### config.mk
export PLATFORM = sky130hd
export DESIGN_NAME = pixel_run_length_decoder_unit
export DESIGN_NICKNAME = d
export VERILOG_FILES = /design/src/rtl/prld_pkg.sv /design/src/rtl/pixel_run_length_decoder_unit.sv
export SDC_FILE = /design/constraint.sdc
export NUM_CORES = 1
export LEC_CHECK = 0
export BUFFER_PORTS_ARGS = -buffer_cell sky130_fd_sc_hd__buf_4
export CORE_MARGIN = 2
export CORE_UTILIZATION = 50
export DETAILED_ROUTE_END_ITERATION = 7
export PLACE_DENSITY = 0.71
export SKIP_CTS_REPAIR_TIMING = 1
export SYNTH_ARGS = -nofsm -noshare
export SYNTH_HDL_FRONTEND = slang
export SYNTH_SLANG_ARGS = --single-unit
### constraint.sdc
create_clock -name clk_i -period 5 [get_ports clk_i]
set_clock_uncertainty 0.2 [all_clocks]
set_input_delay 0 -clock clk_i [delete_from_list [all_inputs] [get_ports clk_i]]
set_output_delay 0 -clock clk_i [all_outputs]
set_load 0.05 [all_outputs]
### src/rtl/prld_pkg.sv
// Shared widths and constants of the pixel run-length decoder.
package prld_pkg;

  localparam int unsigned ByteW   = 8;
  localparam int unsigned PixelW  = 32;
  localparam int unsigned CountW  = 8;
  localparam int unsigned CfgW    = 3;
  localparam int unsigned PartW   = 24;

  // Input stream payload: data_byte only (last_byte travels as tlast).
  localparam int unsigned InDataW  = ByteW;
  // Output stream payload: pixel_value, repeat_count (40 bits, whole bytes).
  localparam int unsigned OutDataW = PixelW + CountW;

  // Added to the low header bits of a run header.
  localparam int unsigned RunBiasC = 3;

  typedef logic [ByteW-1:0]    byte_t;
  typedef logic [PixelW-1:0]   pixel_t;
  typedef logic [CountW-1:0]   count_t;
  typedef logic [CfgW-1:0]     cfg_t;
  typedef logic [OutDataW-1:0] out_data_t;

endpackage

### src/rtl/pixel_run_length_decoder_unit.sv
// Top level of the pixel run-length decoder: header parsing, pixel assembly, output register.
//
//  channel  | dir | handshake                       | payload
//  ---------+-----+---------------------------------+-------------------------------------
//  s_axis   | in  | s_axis_tvalid_i / s_axis_tready_o | tdata: data_byte; tlast: last_byte
//  m_axis   | out | m_axis_tvalid_o / m_axis_tready_i | tdata: pixel_value, repeat_count;
//           |     |                                 | tlast: stream_end; tuser: truncated
//  cfg      | in  | cfg_we_i (no wait)              | cfg_wdata_i: pixel_bytes
//
// One compressed byte per cycle while no result waits on a stalled output. A byte is
// decoded in the cycle it is accepted and its result (if any) sits in the output register
// on the next cycle. The output register is the only buffer: s_axis_tready_o drops
// only while a result waits there and m_axis_tready_i is low.
// rst_ni is asynchronous and active low; after it the decoder expects a header byte
// and pixel_bytes is 4.
module pixel_run_length_decoder_unit #(
  parameter int unsigned RUN_FLAG        = 128,  // header bit that marks a run
  parameter int unsigned MAX_PIXEL_BYTES = 4     // widest pixel, 1..4 bytes
) (
  input  logic                      clk_i,
  input  logic                      rst_ni,
  // configuration
  input  logic                      cfg_we_i,
  input  prld_pkg::cfg_t            cfg_wdata_i,      // pixel_bytes
  // compressed byte stream
  input  logic                      s_axis_tvalid_i,
  output logic                      s_axis_tready_o,
  input  prld_pkg::byte_t           s_axis_tdata_i,   // [7:0] data_byte
  input  logic                      s_axis_tlast_i,   // last_byte
  // decoded pixel stream
  output logic                      m_axis_tvalid_o,
  input  logic                      m_axis_tready_i,
  output prld_pkg::out_data_t       m_axis_tdata_o,   // [31:0] pixel_value, [39:32] repeat_count
  output logic                      m_axis_tlast_o,   // stream_end
  output logic                      m_axis_tuser_o    // [0] truncated
);

  import prld_pkg::*;

  typedef enum logic [1:0] {
    PhHeader  = 2'd0,
    PhRun     = 2'd1,
    PhLiteral = 2'd2
  } phase_e;

  localparam byte_t RunFlagC  = byte_t'(RUN_FLAG);
  localparam cfg_t  MaxBytesC = cfg_t'(MAX_PIXEL_BYTES);

  // Decoder state
  phase_e             phase_q, phase_d;
  logic [1:0]         pos_q, pos_d;
  count_t             remain_q, remain_d;
  logic [PartW-1:0]   partial_q, partial_d;
  count_t             run_len_q, run_len_d;
  cfg_t               pixel_bytes_q;

  // Output register
  logic               out_valid_q;
  pixel_t             out_pixel_q;
  count_t             out_count_q;
  logic               out_end_q;
  logic               out_trunc_q;

  logic               accept;
  logic               emit;
  logic               have_pixel;
  pixel_t             value;
  count_t             count;
  logic               trunc;
  cfg_t               width;
  pixel_t             assembled;
  logic               pixel_done;
  logic [ByteW:0]     run_sum;

  assign s_axis_tready_o = !out_valid_q || m_axis_tready_i;
  assign accept          = s_axis_tvalid_i && s_axis_tready_o;

  always_comb begin
    // Out-of-range widths clamp into 1..MAX_PIXEL_BYTES.
    width = pixel_bytes_q;
    if (width == '0) begin
      width = cfg_t'(1);
    end
    if (width > MaxBytesC) begin
      width = MaxBytesC;
    end

    assembled  = {{(PixelW-PartW){1'b0}}, partial_q}
               | ({{(PixelW-ByteW){1'b0}}, s_axis_tdata_i} << {pos_q, 3'b000});
    pixel_done = ({1'b0, pos_q} + cfg_t'(1)) >= width;

    // Run count, saturating when a narrow run flag lets it pass 255.
    run_sum = {1'b0, s_axis_tdata_i ^ RunFlagC} + (ByteW+1)'(RunBiasC);

    phase_d    = phase_q;
    pos_d      = pos_q;
    remain_d   = remain_q;
    partial_d  = partial_q;
    run_len_d  = run_len_q;
    have_pixel = 1'b0;
    value      = '0;
    count      = '0;

    case (phase_q)
      PhRun, PhLiteral: begin
        if (pixel_done) begin
          have_pixel = 1'b1;
          value      = assembled;
          pos_d      = '0;
          partial_d  = '0;
          if (phase_q == PhRun) begin
            count   = run_len_q;
            phase_d = PhHeader;
          end else begin
            count = count_t'(1);
            if (remain_q == '0) begin
              phase_d = PhHeader;
            end else begin
              remain_d = remain_q - count_t'(1);
            end
          end
        end else begin
          partial_d = assembled[PartW-1:0];
          pos_d     = pos_q + 2'd1;
        end
      end
      default: begin
        pos_d     = '0;
        partial_d = '0;
        if ((s_axis_tdata_i & RunFlagC) != '0) begin
          run_len_d = run_sum[ByteW] ? {CountW{1'b1}} : run_sum[CountW-1:0];
          phase_d   = PhRun;
        end else begin
          remain_d = s_axis_tdata_i;
          phase_d  = PhLiteral;
        end
      end
    endcase

    // Stream ended in a header, inside a pixel, or before a literal block finished.
    trunc = s_axis_tlast_i && (!have_pixel || phase_d != PhHeader);
    emit  = have_pixel || s_axis_tlast_i;

    // The last byte leaves the decoder ready for a new stream.
    if (s_axis_tlast_i) begin
      phase_d   = PhHeader;
      pos_d     = '0;
      remain_d  = '0;
      partial_d = '0;
      run_len_d = '0;
    end
  end

  always_ff @(posedge clk_i or negedge rst_ni) begin
    if (!rst_ni) begin
      phase_q       <= PhHeader;
      pos_q         <= '0;
      remain_q      <= '0;
      partial_q     <= '0;
      run_len_q     <= '0;
      pixel_bytes_q <= cfg_t'(4);
      out_valid_q   <= 1'b0;
    end else begin
      if (cfg_we_i) begin
        pixel_bytes_q <= cfg_wdata_i;
      end
      if (accept) begin
        phase_q   <= phase_d;
        pos_q     <= pos_d;
        remain_q  <= remain_d;
        partial_q <= partial_d;
        run_len_q <= run_len_d;
      end
      if (accept && emit) begin
        out_valid_q <= 1'b1;
      end else if (m_axis_tready_i) begin
        out_valid_q <= 1'b0;
      end
    end
  end

  // Payload of the output register, no reset needed.
  always_ff @(posedge clk_i) begin
    if (accept && emit) begin
      out_pixel_q <= value;
      out_count_q <= count;
      out_end_q   <= s_axis_tlast_i;
      out_trunc_q <= trunc;
    end
  end

  assign m_axis_tvalid_o = out_valid_q;
  assign m_axis_tdata_o  = {out_count_q, out_pixel_q};
  assign m_axis_tlast_o  = out_end_q;
  assign m_axis_tuser_o  = out_trunc_q;

endmodule

==> impl_results.html, run 1 <==
<table>
<tr><th>Metric</th><th>Value</th></tr>
<tr><th colspan="2">Synthesis</th></tr>
<tr><td>Number of distinct library cell variants in the gate-level netlist after synthesis</td><td>46</td></tr>
<tr><td>Share of synthesized registers carrying an async set or reset</td><td>53.3%</td></tr>
<tr><td>Warning count from the yosys run</td><td>0</td></tr>
<tr><td>Simple-gate share of the synthesized area</td><td>~14%</td></tr>
<tr><td>Proportion of synthesized area in mux cells</td><td>0.527%</td></tr>
<tr><td>Post-synthesis cell area</td><td>0.00404 mm²</td></tr>
<tr><td>Compound-gate portion of the synthesized area</td><td>about 17%</td></tr>
<tr><td>Synthesized Nets</td><td>approximately 370</td></tr>
<tr><td>Cell count after synthesis</td><td>343</td></tr>
<tr><td>EDFF count, synth</td><td>42</td></tr>
<tr><td>Number of synthesized register bits</td><td>90</td></tr>
<tr><td>Xor and xnor area share after synthesis</td><td>less than 1%</td></tr>
<tr><td>Proportion of synthesized chip area in sequential cells</td><td>61.1%</td></tr>
<tr><td>Post-synthesis share of cell area spent on full adders, half adders and majority gates</td><td>2.79%</td></tr>
<tr><td>Avg Cell Area, Syn</td><td>11.8 µm²</td></tr>
<tr><td>Commonest register cell after synthesis</td><td>sky130_fd_sc_hd__dfrtp_1</td></tr>
<tr><td>Largest family of logic cells by synthesized area</td><td>compound AO/OA/AOI/OAI gates</td></tr>
<tr><th colspan="2">Die</th></tr>
<tr><td>Vertical die dimension</td><td>between 90 and 100 µm</td></tr>
<tr><td>Initial standard-cell utilization of the core</td><td>51.9%</td></tr>
<tr><td>Row count</td><td>32</td></tr>
<tr><td>Number of primary I/O pins</td><td>61</td></tr>
<tr><td>Core footprint</td><td>0.00777 mm²</td></tr>
<tr><td>Floorplan die area</td><td>0.00881 mm²</td></tr>
<tr><td>DIE WIDTH</td><td>roughly 94 µm</td></tr>
<tr><th colspan="2">Detailed routing</th></tr>
<tr><td>Remaining design rule violation count</td><td>0</td></tr>
<tr><td>Number of DRC markers in iteration 0</td><td>191</td></tr>
<tr><td>Count of TritonRoute iterations in the first routing pass</td><td>4</td></tr>
<tr><td>Routed WL</td><td>8870 µm</td></tr>
<tr><td>ANT nets after route</td><td>0</td></tr>
<tr><td>Total number of vias</td><td>2,945</td></tr>
<tr><td>Via density per instance</td><td>around 5.7</td></tr>
<tr><td>Routed length per instance</td><td>between 15 and 20 µm</td></tr>
<tr><th colspan="2">Hold path</th></tr>
<tr><td>Hold crit path type</td><td>input pin to async pin</td></tr>
<tr><th colspan="2">Setup path</th></tr>
<tr><td>Startpoint of the most critical register-to-register path</td><td>pos_q[0]</td></tr>
<tr><td>Critical path startpoint category</td><td>register</td></tr>
<tr><td>Count of cell instances traversed by the critical path</td><td>7</td></tr>
<tr><td>Combined buffer and inverter count along the critical path</td><td>0</td></tr>
<tr><td>Family with the most delay on the worst path</td><td>simple AND/OR/NAND/NOR gates</td></tr>
<tr><td>Peak per-stage delay on the critical path</td><td>0.85 ns</td></tr>
<tr><td>Critical Path End Type</td><td>register</td></tr>
<tr><td>Reg2reg end</td><td>out_pixel_q[16]</td></tr>
<tr><td>Crit path DAT</td><td>2.97 ns</td></tr>
<tr><td>Worst setup path endpoint</td><td>out_pixel_q[16]</td></tr>
<tr><td>Depth of the most critical reg-to-reg path</td><td>7</td></tr>
<tr><td>Kind of critical path</td><td>register to register</td></tr>
<tr><td>Master of the slowest instance on the critical path</td><td>sky130_fd_sc_hd__nor2_4</td></tr>
<tr><td>Start point of the critical path</td><td>pos_q[0]</td></tr>
<tr><td>Required @ worst endpoint</td><td>around 4.8 ns</td></tr>
<tr><td>Worst-path maximum fanout</td><td>42</td></tr>
<tr><td>CP Cell Sequence</td><td>ha_1 &gt; ha_1 &gt; nand2_1 &gt; o21a_1 &gt; nor2_1 &gt; nor2_1 &gt; nor2_4</td></tr>
<tr><td>Internal reg-to-reg setup slack</td><td>1.81 ns</td></tr>
<tr><th colspan="2">GRT</th></tr>
<tr><td>Sum of overflow across all layers after global routing</td><td>0</td></tr>
<tr><td>Wire length of the first global-routing pass</td><td>approximately 14,000 µm</td></tr>
<tr><td>Vias in the first global route</td><td>2,850</td></tr>
<tr><td>Number of antenna violations at the first check in global routing</td><td>0</td></tr>
<tr><td>Gr usage total</td><td>21.4%</td></tr>
<tr><td>Pin count of the biggest net entering global routing</td><td>49</td></tr>
<tr><th colspan="2">STA</th></tr>
<tr><td>Max frequency</td><td>314 MHz</td></tr>
<tr><td>Number of hold violations in the final report</td><td>22</td></tr>
<tr><td>Slew at the pin with the worst max-slew slack</td><td>1.13 ns</td></tr>
<tr><td>Unrepaired setup endpoints after global routing</td><td>no</td></tr>
<tr><td>Total count of max-transition violations in the final report</td><td>0</td></tr>
<tr><td>Headroom to the max-slew limit</td><td>24.3%</td></tr>
<tr><td>Final setup violation count</td><td>0</td></tr>
<tr><td>Part of the cycle the worst path needs</td><td>a little under two thirds</td></tr>
<tr><td>Setup ws final</td><td>1.81 ns</td></tr>
<tr><td>Setup total negative slack</td><td>0 ns</td></tr>
<tr><td>Tmin final</td><td>3.19 ns</td></tr>
<tr><td>Worst hold margin</td><td>-0.0216 ns</td></tr>
<tr><th colspan="2">Job</th></tr>
<tr><td>Count of max-cap constraint violations</td><td>0</td></tr>
<tr><th colspan="2">Finish</th></tr>
<tr><td>Area occupied by multi-input gates</td><td>0.00143 mm²</td></tr>
<tr><td>Syn-to-layout area delta</td><td>21.1%</td></tr>
<tr><td>Fraction of layout instances using a drive strength above 1</td><td>22.4%</td></tr>
<tr><td>Antenna diode instance count</td><td>0</td></tr>
<tr><td>Final layout net count</td><td>436</td></tr>
<tr><td>Post-Route Utilization</td><td>62.9%</td></tr>
<tr><td>Footprint of the flip-flops and latches</td><td>0.00246 mm²</td></tr>
<tr><td>Commonest cells after routing, fill and taps aside</td><td>61 x sky130_fd_sc_hd__buf_4, 47 x sky130_fd_sc_hd__dfrtp_1, 42 x sky130_fd_sc_hd__edfxtp_1</td></tr>
<tr><td>Total of fill cells in the finished design</td><td>636</td></tr>
<tr><td>Most common cell after layout, fill and taps aside</td><td>sky130_fd_sc_hd__buf_4</td></tr>
<tr><th colspan="2">Placement</th></tr>
<tr><td>GPL Wtd Cong</td><td>approximately 0.92</td></tr>
<tr><td>Number of port buffers</td><td>60</td></tr>
<tr><td>Final HPWL DP</td><td>between 5000 and 6000 µm</td></tr>
<tr><td>Worst slack, placed</td><td>1.78 ns</td></tr>
<tr><th colspan="2">Status</th></tr>
<tr><td>Outcome</td><td>complete, but fails checks</td></tr>
<tr><td>Failing checks</td><td>hold timing</td></tr>
<tr><th colspan="2">Power and ir drop</th></tr>
<tr><td>Total power per unit cell area</td><td>around 450 mW/mm²</td></tr>
<tr><td>Worst VDD drop</td><td>0.328 mV</td></tr>
<tr><td>Leakage dissipation</td><td>between 2 and 2.5 nW</td></tr>
<tr><th colspan="2">CTS</th></tr>
<tr><td>Clock slew at the register clock pins of the worst setup and hold paths</td><td>0.10 ns</td></tr>
<tr><td>Cell at the root of the clock tree</td><td>sky130_fd_sc_hd__clkbuf_8</td></tr>
<tr><td>H-tree level count</td><td>3</td></tr>
<tr><td>CTS tree</td><td>yes</td></tr>
<tr><td>Clock buffer depth</td><td>2</td></tr>
<tr><td>Num Clock Sinks</td><td>90</td></tr>
<tr><td>Latest clock arrival within the worst-skew pair</td><td>0.37 ns</td></tr>
<tr><td>Number of buffers added by the clock tree synthesis step</td><td>9</td></tr>
</table>
==> cells by family (layout without fill, tap and decap cells) <==
logic type,after synthesis,after routing
AO/OA/AOI/OAI,103,103
AND/OR/NAND/NOR,103,103
flip-flops,90,90
buffers and inverters,33,105
adder cells (fa/ha/maj),9,9
XOR/XNOR,3,3
multiplexers,2,2
==> worst register-to-register path: cells and delay by family, from the launching register on <==
family	cells	cell delay [ns]
compound gates	1	0.22
fa+ha+maj	2	0.65
flops	1	0.51
simple gates	4	1.22
==> report_power, final <==
group,internal [W],switching (W)
clock network,0.000199,0.000296
registers,0.000885,0.0000720
logic,0.000250,0.000479
total,0.00133,0.000847
==> per-layer routing <==
metal,routed length [µm],share of wire [%],track usage [%],vias up
met4,165,1.9,8.82,0
met1,3930,44,29.3,1431
met2,4270,48,33.5,102
met3,501,5.7,4.49,16
li1,-,-,-,1396
met5,0,0,0,-
==> cells in the mapped netlist (all sizes together), types with 3 or more instances <==
| master | n | area, µm² |
|---|---|---|
| dfrtp | 47 | 1180 |
| edfxtp | 42 | 1260 |
| a21oi | 34 | 170 |
| nor2 | 33 | 124 |
| a22o | 32 | 280 |
| o21ai | 18 | 93.8 |
| nand2 | 16 | 60.1 |
| clkbuf | 15 | 56.3 |
| inv | 12 | 45.0 |
| and2 | 9 | 56.3 |
| and3 | 9 | 56.3 |
| ha | 9 | 113 |
| buf | 6 | 46.3 |
| nor2b | 6 | 37.5 |
| nand3 | 5 | 30.0 |
| nor3 | 5 | 35.0 |
| o31ai | 5 | 37.5 |
| a21o | 4 | 30.0 |
| or3 | 4 | 25.0 |
| nor3b | 3 | 32.5 |
| nor4 | 3 | 18.8 |
==> through the flow <==
stage | instances | area [µm²] | hold slack, ns | total power (W)
2_1_floorplan | 343 | 4040 | -0.496 | 0.00151
3_5_place_dp | 485 | 4530 | -0.143 | 0.00169
5_1_grt | 517 | 4890 | 0.0420 | 0.00231
6_report | 517 | 4890 | -0.0216 | 0.00218
3_3_place_gp | 485 | 4530 | -0.144 | 0.00167
4_1_cts | 501 | 4730 | -0.546 | 0.00218
==> area by class of cell <==
type,count,share of cell area [%]
clock buffers,9,2.54
inverters,12,0.922
repair buffers,77,12.7
flip-flops and latches,90,50.4
multi-input cells,220,29.3
well taps,102,2.61
clock inverters,7,1.56
==> registers in the layout, indices dropped and copies added (netlist names) <==
| register | cells |
|---|---|
| run_len_q | 8 |
| out_pixel_q | 32 |
| remain_q | 8 |
| pixel_bytes_q | 3 |
| partial_q | 24 |
| m_axis_tuser_o | 1 |
| phase_q | 2 |
| m_axis_tvalid_o | 1 |
| m_axis_tlast_o | 1 |
| out_count_q | 8 |
| pos_q | 2 |
==> how the worst min path moves through the flow <==
stage,start,cells after the start,endpoint
6_report,rst_ni,2,remain_q[7]
3_5_place_dp,rst_ni,1,remain_q[7]
4_1_cts,rst_ni,1,partial_q[1]
2_1_floorplan,rst_ni,0,m_axis_tvalid_o
5_1_grt,rst_ni,2,partial_q[12]
3_3_place_gp,rst_ni,1,remain_q[7]
No activity file was read; power rests on OpenSTA's default activity.
==> run 2, diff against run 1 <==
--- a/config.mk
+++ b/config.mk
@@ -5,11 +5,12 @@
 export SDC_FILE = /design/constraint.sdc
 export NUM_CORES = 1
 export LEC_CHECK = 0
+export ABC_AREA = 1
 export BUFFER_PORTS_ARGS = -buffer_cell sky130_fd_sc_hd__buf_4
 export CORE_MARGIN = 2
 export CORE_UTILIZATION = 50
 export DETAILED_ROUTE_END_ITERATION = 7
-export PLACE_DENSITY = 0.71
+export PLACE_DENSITY = 0.74
 export SKIP_CTS_REPAIR_TIMING = 1
 export SYNTH_ARGS = -nofsm -noshare
 export SYNTH_HDL_FRONTEND = slang
==> constraint.sdc (replaced) <==
create_clock -name clk_i -period 2.6 [get_ports clk_i]
set_clock_uncertainty 0.2 [all_clocks]
set_input_delay 0 -clock clk_i [delete_from_list [all_inputs] [get_ports clk_i]]
set_output_delay 0 -clock clk_i [all_outputs]
set_load 0.05 [all_outputs]
==> impl_results.html, run 2 <==
<table>
<tr><th>Metric</th><th>Value</th></tr>
<tr><th colspan="2">Synthesis</th></tr>
<tr><td>Number of distinct library cell variants in the gate-level netlist after synthesis</td><td>37 (-20%)</td></tr>
<tr><td>Share of synthesized registers carrying an async set or reset</td><td>53.3% (unchanged)</td></tr>
<tr><td>Commonest register cell after synthesis</td><td>sky130_fd_sc_hd__dfrtp_1</td></tr>
<tr><td>Cell accounting for the most synthesized area</td><td>sky130_fd_sc_hd__edfxtp_1</td></tr>
<tr><td>Most used standard cell by instance count after synthesis</td><td>sky130_fd_sc_hd__nor2_1</td></tr>
<tr><td>Synthesized Nets</td><td>461 (+25%)</td></tr>
<tr><td>Top cells by area, synth</td><td>sky130_fd_sc_hd__edfxtp_1 30%, sky130_fd_sc_hd__dfrtp_1 28%, sky130_fd_sc_hd__nor2_1 6.2%</td></tr>
<tr><td>Proportion of synthesized chip area in sequential cells</td><td>58.4% (-2.7 points)</td></tr>
<tr><td>Avg Cell Area, Syn</td><td>9.70 µm² (-18%)</td></tr>
<tr><td>Post-synthesis cell area</td><td>0.00422 mm² (+4.6%)</td></tr>
<tr><td>EDFF count, synth</td><td>42 (unchanged)</td></tr>
<tr><td>Number of synthesized register bits</td><td>90 (unchanged)</td></tr>
<tr><td>Warning count from the yosys run</td><td>0 (unchanged)</td></tr>
<tr><td>Cell count after synthesis</td><td>435 (+27%)</td></tr>
<tr><td>Area share of the largest cell type after synthesis</td><td>29.9% (-1.4 points)</td></tr>
<tr><td>Commonest cells in the netlist</td><td>70 x sky130_fd_sc_hd__nor2_1, 56 x sky130_fd_sc_hd__nand2_1, 47 x sky130_fd_sc_hd__dfrtp_1, 44 x sky130_fd_sc_hd__inv_1, 42 x sky130_fd_sc_hd__edfxtp_1</td></tr>
<tr><th colspan="2">Finish</th></tr>
<tr><td>Largest registers ranked by flip-flop count</td><td>out_pixel_q: 32 flops, partial_q: 24 flops</td></tr>
<tr><td>Commonest cells after routing, fill and taps aside</td><td>68 x sky130_fd_sc_hd__nor2_1, 65 x sky130_fd_sc_hd__buf_4, 55 x sky130_fd_sc_hd__nand2_1</td></tr>
<tr><td>Syn-to-layout area delta</td><td>22.2%</td></tr>
<tr><td>Final layout net count</td><td>541 (+24%)</td></tr>
<tr><td>Fraction of layout instances using a drive strength above 1</td><td>24.4% (+2.0 points)</td></tr>
<tr><td>Post-Route Utilization</td><td>62.8% (-0.12 points)</td></tr>
<tr><td>Non-Filler Cell Area, Final</td><td>0.00516 mm² (+5.6%)</td></tr>
<tr><td>Count of placed standard cells in the final layout, fillers left out</td><td>625 (+21%)</td></tr>
<tr><td>Antenna diode instance count</td><td>0 (unchanged)</td></tr>
<tr><td>Most flops, register</td><td>out_pixel_q</td></tr>
<tr><td>Largest register FFs</td><td>32 (unchanged)</td></tr>
<tr><td>Most common cell after layout, fill and taps aside</td><td>sky130_fd_sc_hd__nor2_1</td></tr>
<tr><th colspan="2">Die</th></tr>
<tr><td>Row count</td><td>33 (+3.1%)</td></tr>
<tr><td>Core footprint</td><td>0.00822 mm² (+5.8%)</td></tr>
<tr><td>Initial standard-cell utilization of the core</td><td>51.4% (-0.57 points)</td></tr>
<tr><td>DIE WIDTH</td><td>95.9 µm (+2.2%)</td></tr>
<tr><td>Floorplan die area</td><td>0.00919 mm² (+4.4%)</td></tr>
<tr><td>Number of primary I/O pins</td><td>61 (unchanged)</td></tr>
<tr><td>Vertical die dimension</td><td>95.9 µm (+2.2%)</td></tr>
<tr><th colspan="2">Hold path</th></tr>
<tr><td>Hold crit path type</td><td>input pin to async pin</td></tr>
<tr><th colspan="2">Placement</th></tr>
<tr><td>Area after detailed placement</td><td>0.00481 mm² (+6.4%)</td></tr>
<tr><td>Number of port buffers</td><td>60 (unchanged)</td></tr>
<tr><td>Cell count after placement</td><td>593 (+22%)</td></tr>
<tr><td>GPL Wtd Cong</td><td>0.885 (-3.5%)</td></tr>
<tr><td>Final HPWL DP</td><td>6320 µm (+11%)</td></tr>
<tr><th colspan="2">CTS</th></tr>
<tr><td>Num Clock Sinks</td><td>90 (unchanged)</td></tr>
<tr><td>Latest clock arrival within the worst-skew pair</td><td>0.37 ns (about the same)</td></tr>
<tr><td>Clock slew at the register clock pins of the worst setup and hold paths</td><td>0.09 ns (about the same)</td></tr>
<tr><td>Number of buffers added by the clock tree synthesis step</td><td>9 (unchanged)</td></tr>
<tr><td>CTS tree</td><td>yes</td></tr>
<tr><td>Cell at the root of the clock tree</td><td>sky130_fd_sc_hd__clkbuf_8</td></tr>
<tr><td>Clock buffer depth</td><td>2 (unchanged)</td></tr>
<tr><td>H-tree level count</td><td>3 (unchanged)</td></tr>
<tr><th colspan="2">Setup path</th></tr>
<tr><td>Kind of critical path</td><td>register to register</td></tr>
<tr><td>Cell repeated most along the worst path</td><td>sky130_fd_sc_hd__o21ai_1</td></tr>
<tr><td>Combined buffer and inverter count along the critical path</td><td>2 (+2)</td></tr>
<tr><td>Family with the most delay on the worst path</td><td>buffers and inverters</td></tr>
<tr><td>CP Cell Sequence</td><td>inv_1 &gt; ha_1 &gt; nand2_2 &gt; nor3_4 &gt; o21ai_1 &gt; dlygate4sd3_1 &gt; o21ai_1</td></tr>
<tr><td>Peak per-stage delay on the critical path</td><td>0.57 ns (-0.28 ns)</td></tr>
<tr><td>Master of the slowest instance on the critical path</td><td>sky130_fd_sc_hd__dlygate4sd3_1</td></tr>
<tr><td>Required @ worst endpoint</td><td>2.70 ns (-2.08 ns)</td></tr>
<tr><td>Critical Path End Type</td><td>register</td></tr>
<tr><td>Worst-path maximum fanout</td><td>12 (-71%)</td></tr>
<tr><td>Crit path DAT</td><td>2.52 ns (-0.45 ns)</td></tr>
<tr><td>Critical path startpoint category</td><td>register</td></tr>
<tr><th colspan="2">Job</th></tr>
<tr><td>Count of max-cap constraint violations</td><td>0 (unchanged)</td></tr>
<tr><th colspan="2">STA</th></tr>
<tr><td>Unrepaired setup endpoints after global routing</td><td>no</td></tr>
<tr><td>Number of hold violations in the final report</td><td>11 (-50%)</td></tr>
<tr><td>Headroom to the max-slew limit</td><td>58.2% (+34 points)</td></tr>
<tr><td>Tmin final</td><td>2.42 ns (-0.771 ns)</td></tr>
<tr><td>Slew at the pin with the worst max-slew slack</td><td>0.627 ns (-0.506 ns)</td></tr>
<tr><td>Worst hold margin</td><td>-0.00791 ns (+0.0137 ns)</td></tr>
<tr><td>Final setup violation count</td><td>0 (unchanged)</td></tr>
<tr><td>Total count of max-transition violations in the final report</td><td>0 (unchanged)</td></tr>
<tr><td>Max frequency</td><td>413 MHz (+32%)</td></tr>
<tr><td>Part of the cycle the worst path needs</td><td>93.0% (+29 points)</td></tr>
<tr><th colspan="2">Detailed routing</th></tr>
<tr><td>Number of DRC markers in iteration 0</td><td>197 (+3.1%)</td></tr>
<tr><td>ANT nets after route</td><td>0 (unchanged)</td></tr>
<tr><td>Via density per instance</td><td>5.30 (-6.9%)</td></tr>
<tr><td>Total number of vias</td><td>3,314 (+13%)</td></tr>
<tr><td>Routed length per instance</td><td>14.7 µm (-14%)</td></tr>
<tr><td>Count of TritonRoute iterations in the first routing pass</td><td>5 (+1)</td></tr>
<tr><td>Routed WL</td><td>9180 µm (+3.6%)</td></tr>
<tr><td>Remaining design rule violation count</td><td>0 (unchanged)</td></tr>
<tr><th colspan="2">GRT</th></tr>
<tr><td>Pin count of the biggest net entering global routing</td><td>49 (unchanged)</td></tr>
<tr><td>Gr usage total</td><td>21.0% (-0.41 points)</td></tr>
<tr><td>Wire length of the first global-routing pass</td><td>14,700 µm (+3.0%)</td></tr>
<tr><td>Vias in the first global route</td><td>3,047 (+6.9%)</td></tr>
<tr><td>Number of antenna violations at the first check in global routing</td><td>0 (unchanged)</td></tr>
<tr><td>Sum of overflow across all layers after global routing</td><td>0 (unchanged)</td></tr>
<tr><th colspan="2">Power and ir drop</th></tr>
<tr><td>Total power per unit cell area</td><td>787 mW/mm² (+76%)</td></tr>
<tr><td>Worst VDD drop</td><td>0.496 mV (+51%)</td></tr>
<tr><td>Leakage dissipation</td><td>2.24 nW (+6.2%)</td></tr>
<tr><th colspan="2">Status</th></tr>
<tr><td>Outcome</td><td>complete, but fails checks</td></tr>
<tr><td>Failing checks</td><td>hold timing</td></tr>
</table>
==> run 2: cell families (layout without fill, tap and decap cells) <==
family                   count (synthesis)  in the layout  synth area share [%]
buffers and inverters                   70            155                  7.11
adder cells (fa/ha/maj)                  9              9                  2.67
flip-flops                              90             90                  58.4
XOR/XNOR                                 1              1                 0.208
AND/OR/NAND/NOR                        171            171                  18.3
multiplexers                             1              1                 0.267
AO/OA/AOI/OAI                           93             93                  13.1
==> run 2: power breakdown <==
group	internal (W)	switching [W]
registers	0.00168	0.000112
logic	0.000441	0.000925
clock network	0.000365	0.000539
==> run 2: metal layers <==
layer,global-route usage [%],vias to the layer above,routed length (µm)
li1,-,1600,-
met1,29.1,1599,4120
met2,33.7,103,4490
met3,2.82,12,452
met4,8.33,0,125
met5,0,-,0
==> run 2: final timing paths <==
path	from	endpoint	slack [ns]	depth (start not counted)
setup / recovery	phase_q[0]	run_len_q[5]	0.18	7
hold / removal	rst_ni	remain_q[5]	-0.008	2
setup reg to reg	phase_q[0]	run_len_q[5]	0.18	7
hold reg to reg	partial_q[20]	partial_q[20]	0.32	2
max in group asynchronous	rst_ni	partial_q[20]	1.79	2
min in group clk_i	s_axis_tvalid_i	m_axis_tvalid_o	0.03	3
==> run 2: area by class of cell <==
type / count / area [µm²]
multi-input combinational: 275 / 1480
clock inverter: 7 / 60.1
timing repair buffer: 83 / 688
fill: 666 / 3060
sequential: 90 / 2460
tap: 105 / 131
clock buffer: 9 / 124
inverter: 56 / 216
==> run 2: worst register-to-register path: stages, from the launching register on <==
cell                            delay (ns)
sky130_fd_sc_hd__dfrtp_1              0.36
sky130_fd_sc_hd__inv_1                0.07
sky130_fd_sc_hd__ha_1                 0.52
sky130_fd_sc_hd__nand2_2              0.16
sky130_fd_sc_hd__nor3_4               0.30
sky130_fd_sc_hd__o21ai_1              0.10
sky130_fd_sc_hd__dlygate4sd3_1        0.57
sky130_fd_sc_hd__o21ai_1              0.08
==> run 2: stage by stage <==
stage	power (W)	worst slack [ns]	setup TNS (ns)
finish	0.00406	0.181	0
global route	0.00430	0.0605	0
CTS	0.00405	0.266	0
detailed placement	0.00316	0.290	0
global placement	0.00312	0.343	0
floorplan	0.00282	-0.0220	-0.926
==> run 3, diff against run 2 <==
--- a/config.mk
+++ b/config.mk
@@ -10,7 +10,7 @@
 export CORE_MARGIN = 2
 export CORE_UTILIZATION = 50
 export DETAILED_ROUTE_END_ITERATION = 7
-export PLACE_DENSITY = 0.74
+export PLACE_DENSITY = 0.71
 export SKIP_CTS_REPAIR_TIMING = 1
 export SYNTH_ARGS = -nofsm -noshare
 export SYNTH_HDL_FRONTEND = slang
==> constraint.sdc (replaced) <==
create_clock -name clk_i -period 3.06 [get_ports clk_i]
set_clock_uncertainty 0.2 [all_clocks]
set_input_delay 0 -clock clk_i [delete_from_list [all_inputs] [get_ports clk_i]]
set_output_delay 0 -clock clk_i [all_outputs]
set_load 0.05 [all_outputs]
==> impl_results.html, run 3 (synthesis gave the netlist of run 2 again) <==
<table>
<tr><th>Metric</th><th>Value</th></tr>
<tr><th colspan="2">Job</th></tr>
<tr><td>Count of max-cap constraint violations</td><td>0 (unchanged)</td></tr>
<tr><th colspan="2">Power and ir drop</th></tr>
<tr><td>Total power per unit cell area</td><td>671 mW/mm² (-15%)</td></tr>
<tr><td>Leakage dissipation</td><td>2.23 nW (-0.64%)</td></tr>
<tr><td>Worst VDD drop</td><td>0.393 mV (-21%)</td></tr>
<tr><th colspan="2">Detailed routing</th></tr>
<tr><td>Count of TritonRoute iterations in the first routing pass</td><td>4 (-1)</td></tr>
<tr><td>Total number of vias</td><td>3,309 (-0.15%)</td></tr>
<tr><td>Routed WL</td><td>9460 µm (+3.0%)</td></tr>
<tr><td>Number of DRC markers in iteration 0</td><td>191 (-3.0%)</td></tr>
<tr><td>ANT nets after route</td><td>0 (unchanged)</td></tr>
<tr><td>Remaining design rule violation count</td><td>0 (unchanged)</td></tr>
<tr><td>Routed length per instance</td><td>15.2 µm (+3.2%)</td></tr>
<tr><td>Via density per instance</td><td>5.30 (about the same)</td></tr>
<tr><th colspan="2">Finish</th></tr>
<tr><td>Antenna diode instance count</td><td>0 (unchanged)</td></tr>
<tr><td>Commonest cells after routing, fill and taps aside</td><td>69 x sky130_fd_sc_hd__nor2_1, 66 x sky130_fd_sc_hd__buf_4, 56 x sky130_fd_sc_hd__nand2_1</td></tr>
<tr><td>Largest registers ranked by flip-flop count</td><td>out_pixel_q: 32 flops, partial_q: 24 flops</td></tr>
<tr><td>Most flops, register</td><td>out_pixel_q</td></tr>
<tr><td>Total of fill cells in the finished design</td><td>717 (+7.7%)</td></tr>
<tr><td>Largest register FFs</td><td>32 (unchanged)</td></tr>
<tr><td>Area occupied by multi-input gates</td><td>0.00148 mm² (about the same)</td></tr>
<tr><td>Fraction of layout instances using a drive strength above 1</td><td>23.9% (-0.53 points)</td></tr>
<tr><td>Count of placed standard cells in the final layout, fillers left out</td><td>624 (-0.16%)</td></tr>
<tr><td>Footprint of the flip-flops and latches</td><td>0.00246 mm² (unchanged)</td></tr>
<tr><td>Final layout net count</td><td>540 (-0.18%)</td></tr>
<tr><td>Post-Route Utilization</td><td>62.2% (-0.61 points)</td></tr>
<tr><td>Syn-to-layout area delta</td><td>21.0%</td></tr>
<tr><td>Most common cell after layout, fill and taps aside</td><td>sky130_fd_sc_hd__nor2_1</td></tr>
<tr><th colspan="2">STA</th></tr>
<tr><td>Slew at the pin with the worst max-slew slack</td><td>0.647 ns (+0.0201 ns)</td></tr>
<tr><td>Max frequency</td><td>384 MHz (-7.1%)</td></tr>
<tr><td>Setup total negative slack</td><td>0 ns (unchanged)</td></tr>
<tr><td>Number of hold violations in the final report</td><td>14 (+3)</td></tr>
<tr><td>Headroom to the max-slew limit</td><td>56.8% (-1.4 points)</td></tr>
<tr><td>Unrepaired setup endpoints after global routing</td><td>no</td></tr>
<tr><td>Tmin final</td><td>2.60 ns (+0.184 ns)</td></tr>
<tr><td>Worst hold margin</td><td>-0.00358 ns (+0.00433 ns)</td></tr>
<tr><td>Final setup violation count</td><td>0 (unchanged)</td></tr>
<tr><td>Part of the cycle the worst path needs</td><td>85.1% (-8.0 points)</td></tr>
<tr><td>Total count of max-transition violations in the final report</td><td>0 (unchanged)</td></tr>
<tr><th colspan="2">CTS</th></tr>
<tr><td>H-tree level count</td><td>3 (unchanged)</td></tr>
<tr><td>Latest clock arrival within the worst-skew pair</td><td>0.36 ns (about the same)</td></tr>
<tr><td>Cell at the root of the clock tree</td><td>sky130_fd_sc_hd__clkbuf_8</td></tr>
<tr><td>Num Clock Sinks</td><td>90 (unchanged)</td></tr>
<tr><td>CTS tree</td><td>yes</td></tr>
<tr><td>Clock slew at the register clock pins of the worst setup and hold paths</td><td>0.09 ns (about the same)</td></tr>
<tr><td>Number of buffers added by the clock tree synthesis step</td><td>9 (unchanged)</td></tr>
<tr><td>Clock buffer depth</td><td>2 (unchanged)</td></tr>
<tr><th colspan="2">Setup path</th></tr>
<tr><td>Worst-path maximum fanout</td><td>21 (+9)</td></tr>
<tr><td>Required @ worst endpoint</td><td>2.93 ns (+0.23 ns)</td></tr>
<tr><td>Crit path DAT</td><td>2.47 ns (-0.05 ns)</td></tr>
<tr><td>Critical Path End Type</td><td>register</td></tr>
<tr><td>CP Cell Sequence</td><td>ha_1 &gt; ha_1 &gt; nand2_1 &gt; clkinv_1 &gt; nand2_1 &gt; nand2_4 &gt; nand2_4 &gt; inv_2 &gt; nor2_1 &gt; nor2_4</td></tr>
<tr><td>Kind of critical path</td><td>register to register</td></tr>
<tr><td>Peak per-stage delay on the critical path</td><td>0.43 ns (-0.14 ns)</td></tr>
<tr><td>Critical path startpoint category</td><td>register</td></tr>
<tr><td>Master of the slowest instance on the critical path</td><td>sky130_fd_sc_hd__nor2_1</td></tr>
<tr><th colspan="2">Die</th></tr>
<tr><td>Core footprint</td><td>0.00822 mm² (unchanged)</td></tr>
<tr><td>Number of primary I/O pins</td><td>61 (unchanged)</td></tr>
<tr><td>Floorplan die area</td><td>0.00919 mm² (unchanged)</td></tr>
<tr><td>Vertical die dimension</td><td>95.9 µm (unchanged)</td></tr>
<tr><td>Initial standard-cell utilization of the core</td><td>51.4% (unchanged)</td></tr>
<tr><td>DIE WIDTH</td><td>95.9 µm (unchanged)</td></tr>
<tr><td>Row count</td><td>33 (unchanged)</td></tr>
<tr><th colspan="2">GRT</th></tr>
<tr><td>Pin count of the biggest net entering global routing</td><td>49 (unchanged)</td></tr>
<tr><td>Wire length of the first global-routing pass</td><td>14,900 µm (+1.5%)</td></tr>
<tr><td>Number of antenna violations at the first check in global routing</td><td>0 (unchanged)</td></tr>
<tr><td>Gr usage total</td><td>21.6% (+0.63 points)</td></tr>
<tr><td>Vias in the first global route</td><td>3,015 (-1.1%)</td></tr>
<tr><td>Sum of overflow across all layers after global routing</td><td>0 (unchanged)</td></tr>
<tr><th colspan="2">Placement</th></tr>
<tr><td>Cell count after placement</td><td>592 (-0.17%)</td></tr>
<tr><td>GPL Wtd Cong</td><td>0.877 (-0.90%)</td></tr>
<tr><td>Number of port buffers</td><td>60 (unchanged)</td></tr>
<tr><td>Final HPWL DP</td><td>6240 µm (-1.4%)</td></tr>
<tr><th colspan="2">Status</th></tr>
<tr><td>Failing checks</td><td>hold timing</td></tr>
<tr><td>Outcome</td><td>complete, but fails checks</td></tr>
<tr><th colspan="2">Hold path</th></tr>
<tr><td>Hold crit path type</td><td>input pin to async pin</td></tr>
</table>
-- run 3: cell types whose count changed in the layout (fill, tap and decap cells not counted) --
cell	previous run	this run
sky130_fd_sc_hd__buf_12	2	0
sky130_fd_sc_hd__buf_4	65	66
sky130_fd_sc_hd__clkbuf_1	0	1
sky130_fd_sc_hd__clkinv_4	0	1
sky130_fd_sc_hd__clkinvlp_4	2	1
sky130_fd_sc_hd__dlygate4sd3_1	16	15
sky130_fd_sc_hd__inv_2	8	9
sky130_fd_sc_hd__inv_4	2	1
sky130_fd_sc_hd__inv_8	2	1
sky130_fd_sc_hd__nand2_1	55	56
sky130_fd_sc_hd__nand2_2	9	8
sky130_fd_sc_hd__nor2_1	68	69
-- run 3: critical path: cells and delay by family, from the launching register on --
kind                       cells  cell delay (ns)
adders and majority gates      2             0.61
buffers and inverters          2             0.10
DFF                            1             0.40
and+or+nand+nor                6             0.99
-- run 3: path summary, 6_finish.rpt --
check | start | endpoint | slack, ns | depth (start not counted)
setup / recovery | pos_q[0] | out_count_q[3] | 0.46 | 10
hold / removal | rst_ni | remain_q[3] | -0.004 | 2
setup reg to reg | pos_q[0] | out_count_q[3] | 0.46 | 10
hold reg to reg | remain_q[0] | remain_q[0] | 0.32 | 2
max in group asynchronous | rst_ni | pos_q[0] | 2.23 | 2
min in group clk_i | s_axis_tvalid_i | out_pixel_q[22] | 0.06 | 3
-- run 3: through the flow --
step / setup WS (ns) / hold WS, ns / area [µm²] / power [W]
2_1_floorplan: 0.417 / -0.496 / 4230 / 0.00239
3_3_place_gp: 0.198 / -0.143 / 4770 / 0.00265
3_5_place_dp: 0.108 / -0.137 / 4770 / 0.00267
4_1_cts: 0.0881 / -0.535 / 4950 / 0.00342
5_1_grt: 0.342 / 0.0620 / 5110 / 0.00364
6_report: 0.457 / -0.00358 / 5110 / 0.00343
-- run 3: layout make-up --
class,count,share of cell area [%]
Timing Repair Buffer,81,12.6
Inverter,56,4.19
Sequential cell,90,48.2
Multi-Input combinational cell,276,28.9
Clock buffer,10,2.50
Clock inverter,6,0.980
Tap cell,105,2.57
-- run 3: where the power goes --
part | switching (W) | internal [W]
Sequential | 0.0000931 | 0.00143
Clock | 0.000451 | 0.000307
Combinational | 0.000783 | 0.000369
-- run 3: per-layer routing --
layer	share of wire, %	track usage, %	routed length (µm)	vias up
li1	-	-	-	1599
met1	44	31.2	4170	1585
met2	48	33.4	4580	112
met3	5.9	2.98	557	13
met4	1.5	8.33	145	0
met5	0	0	0	-
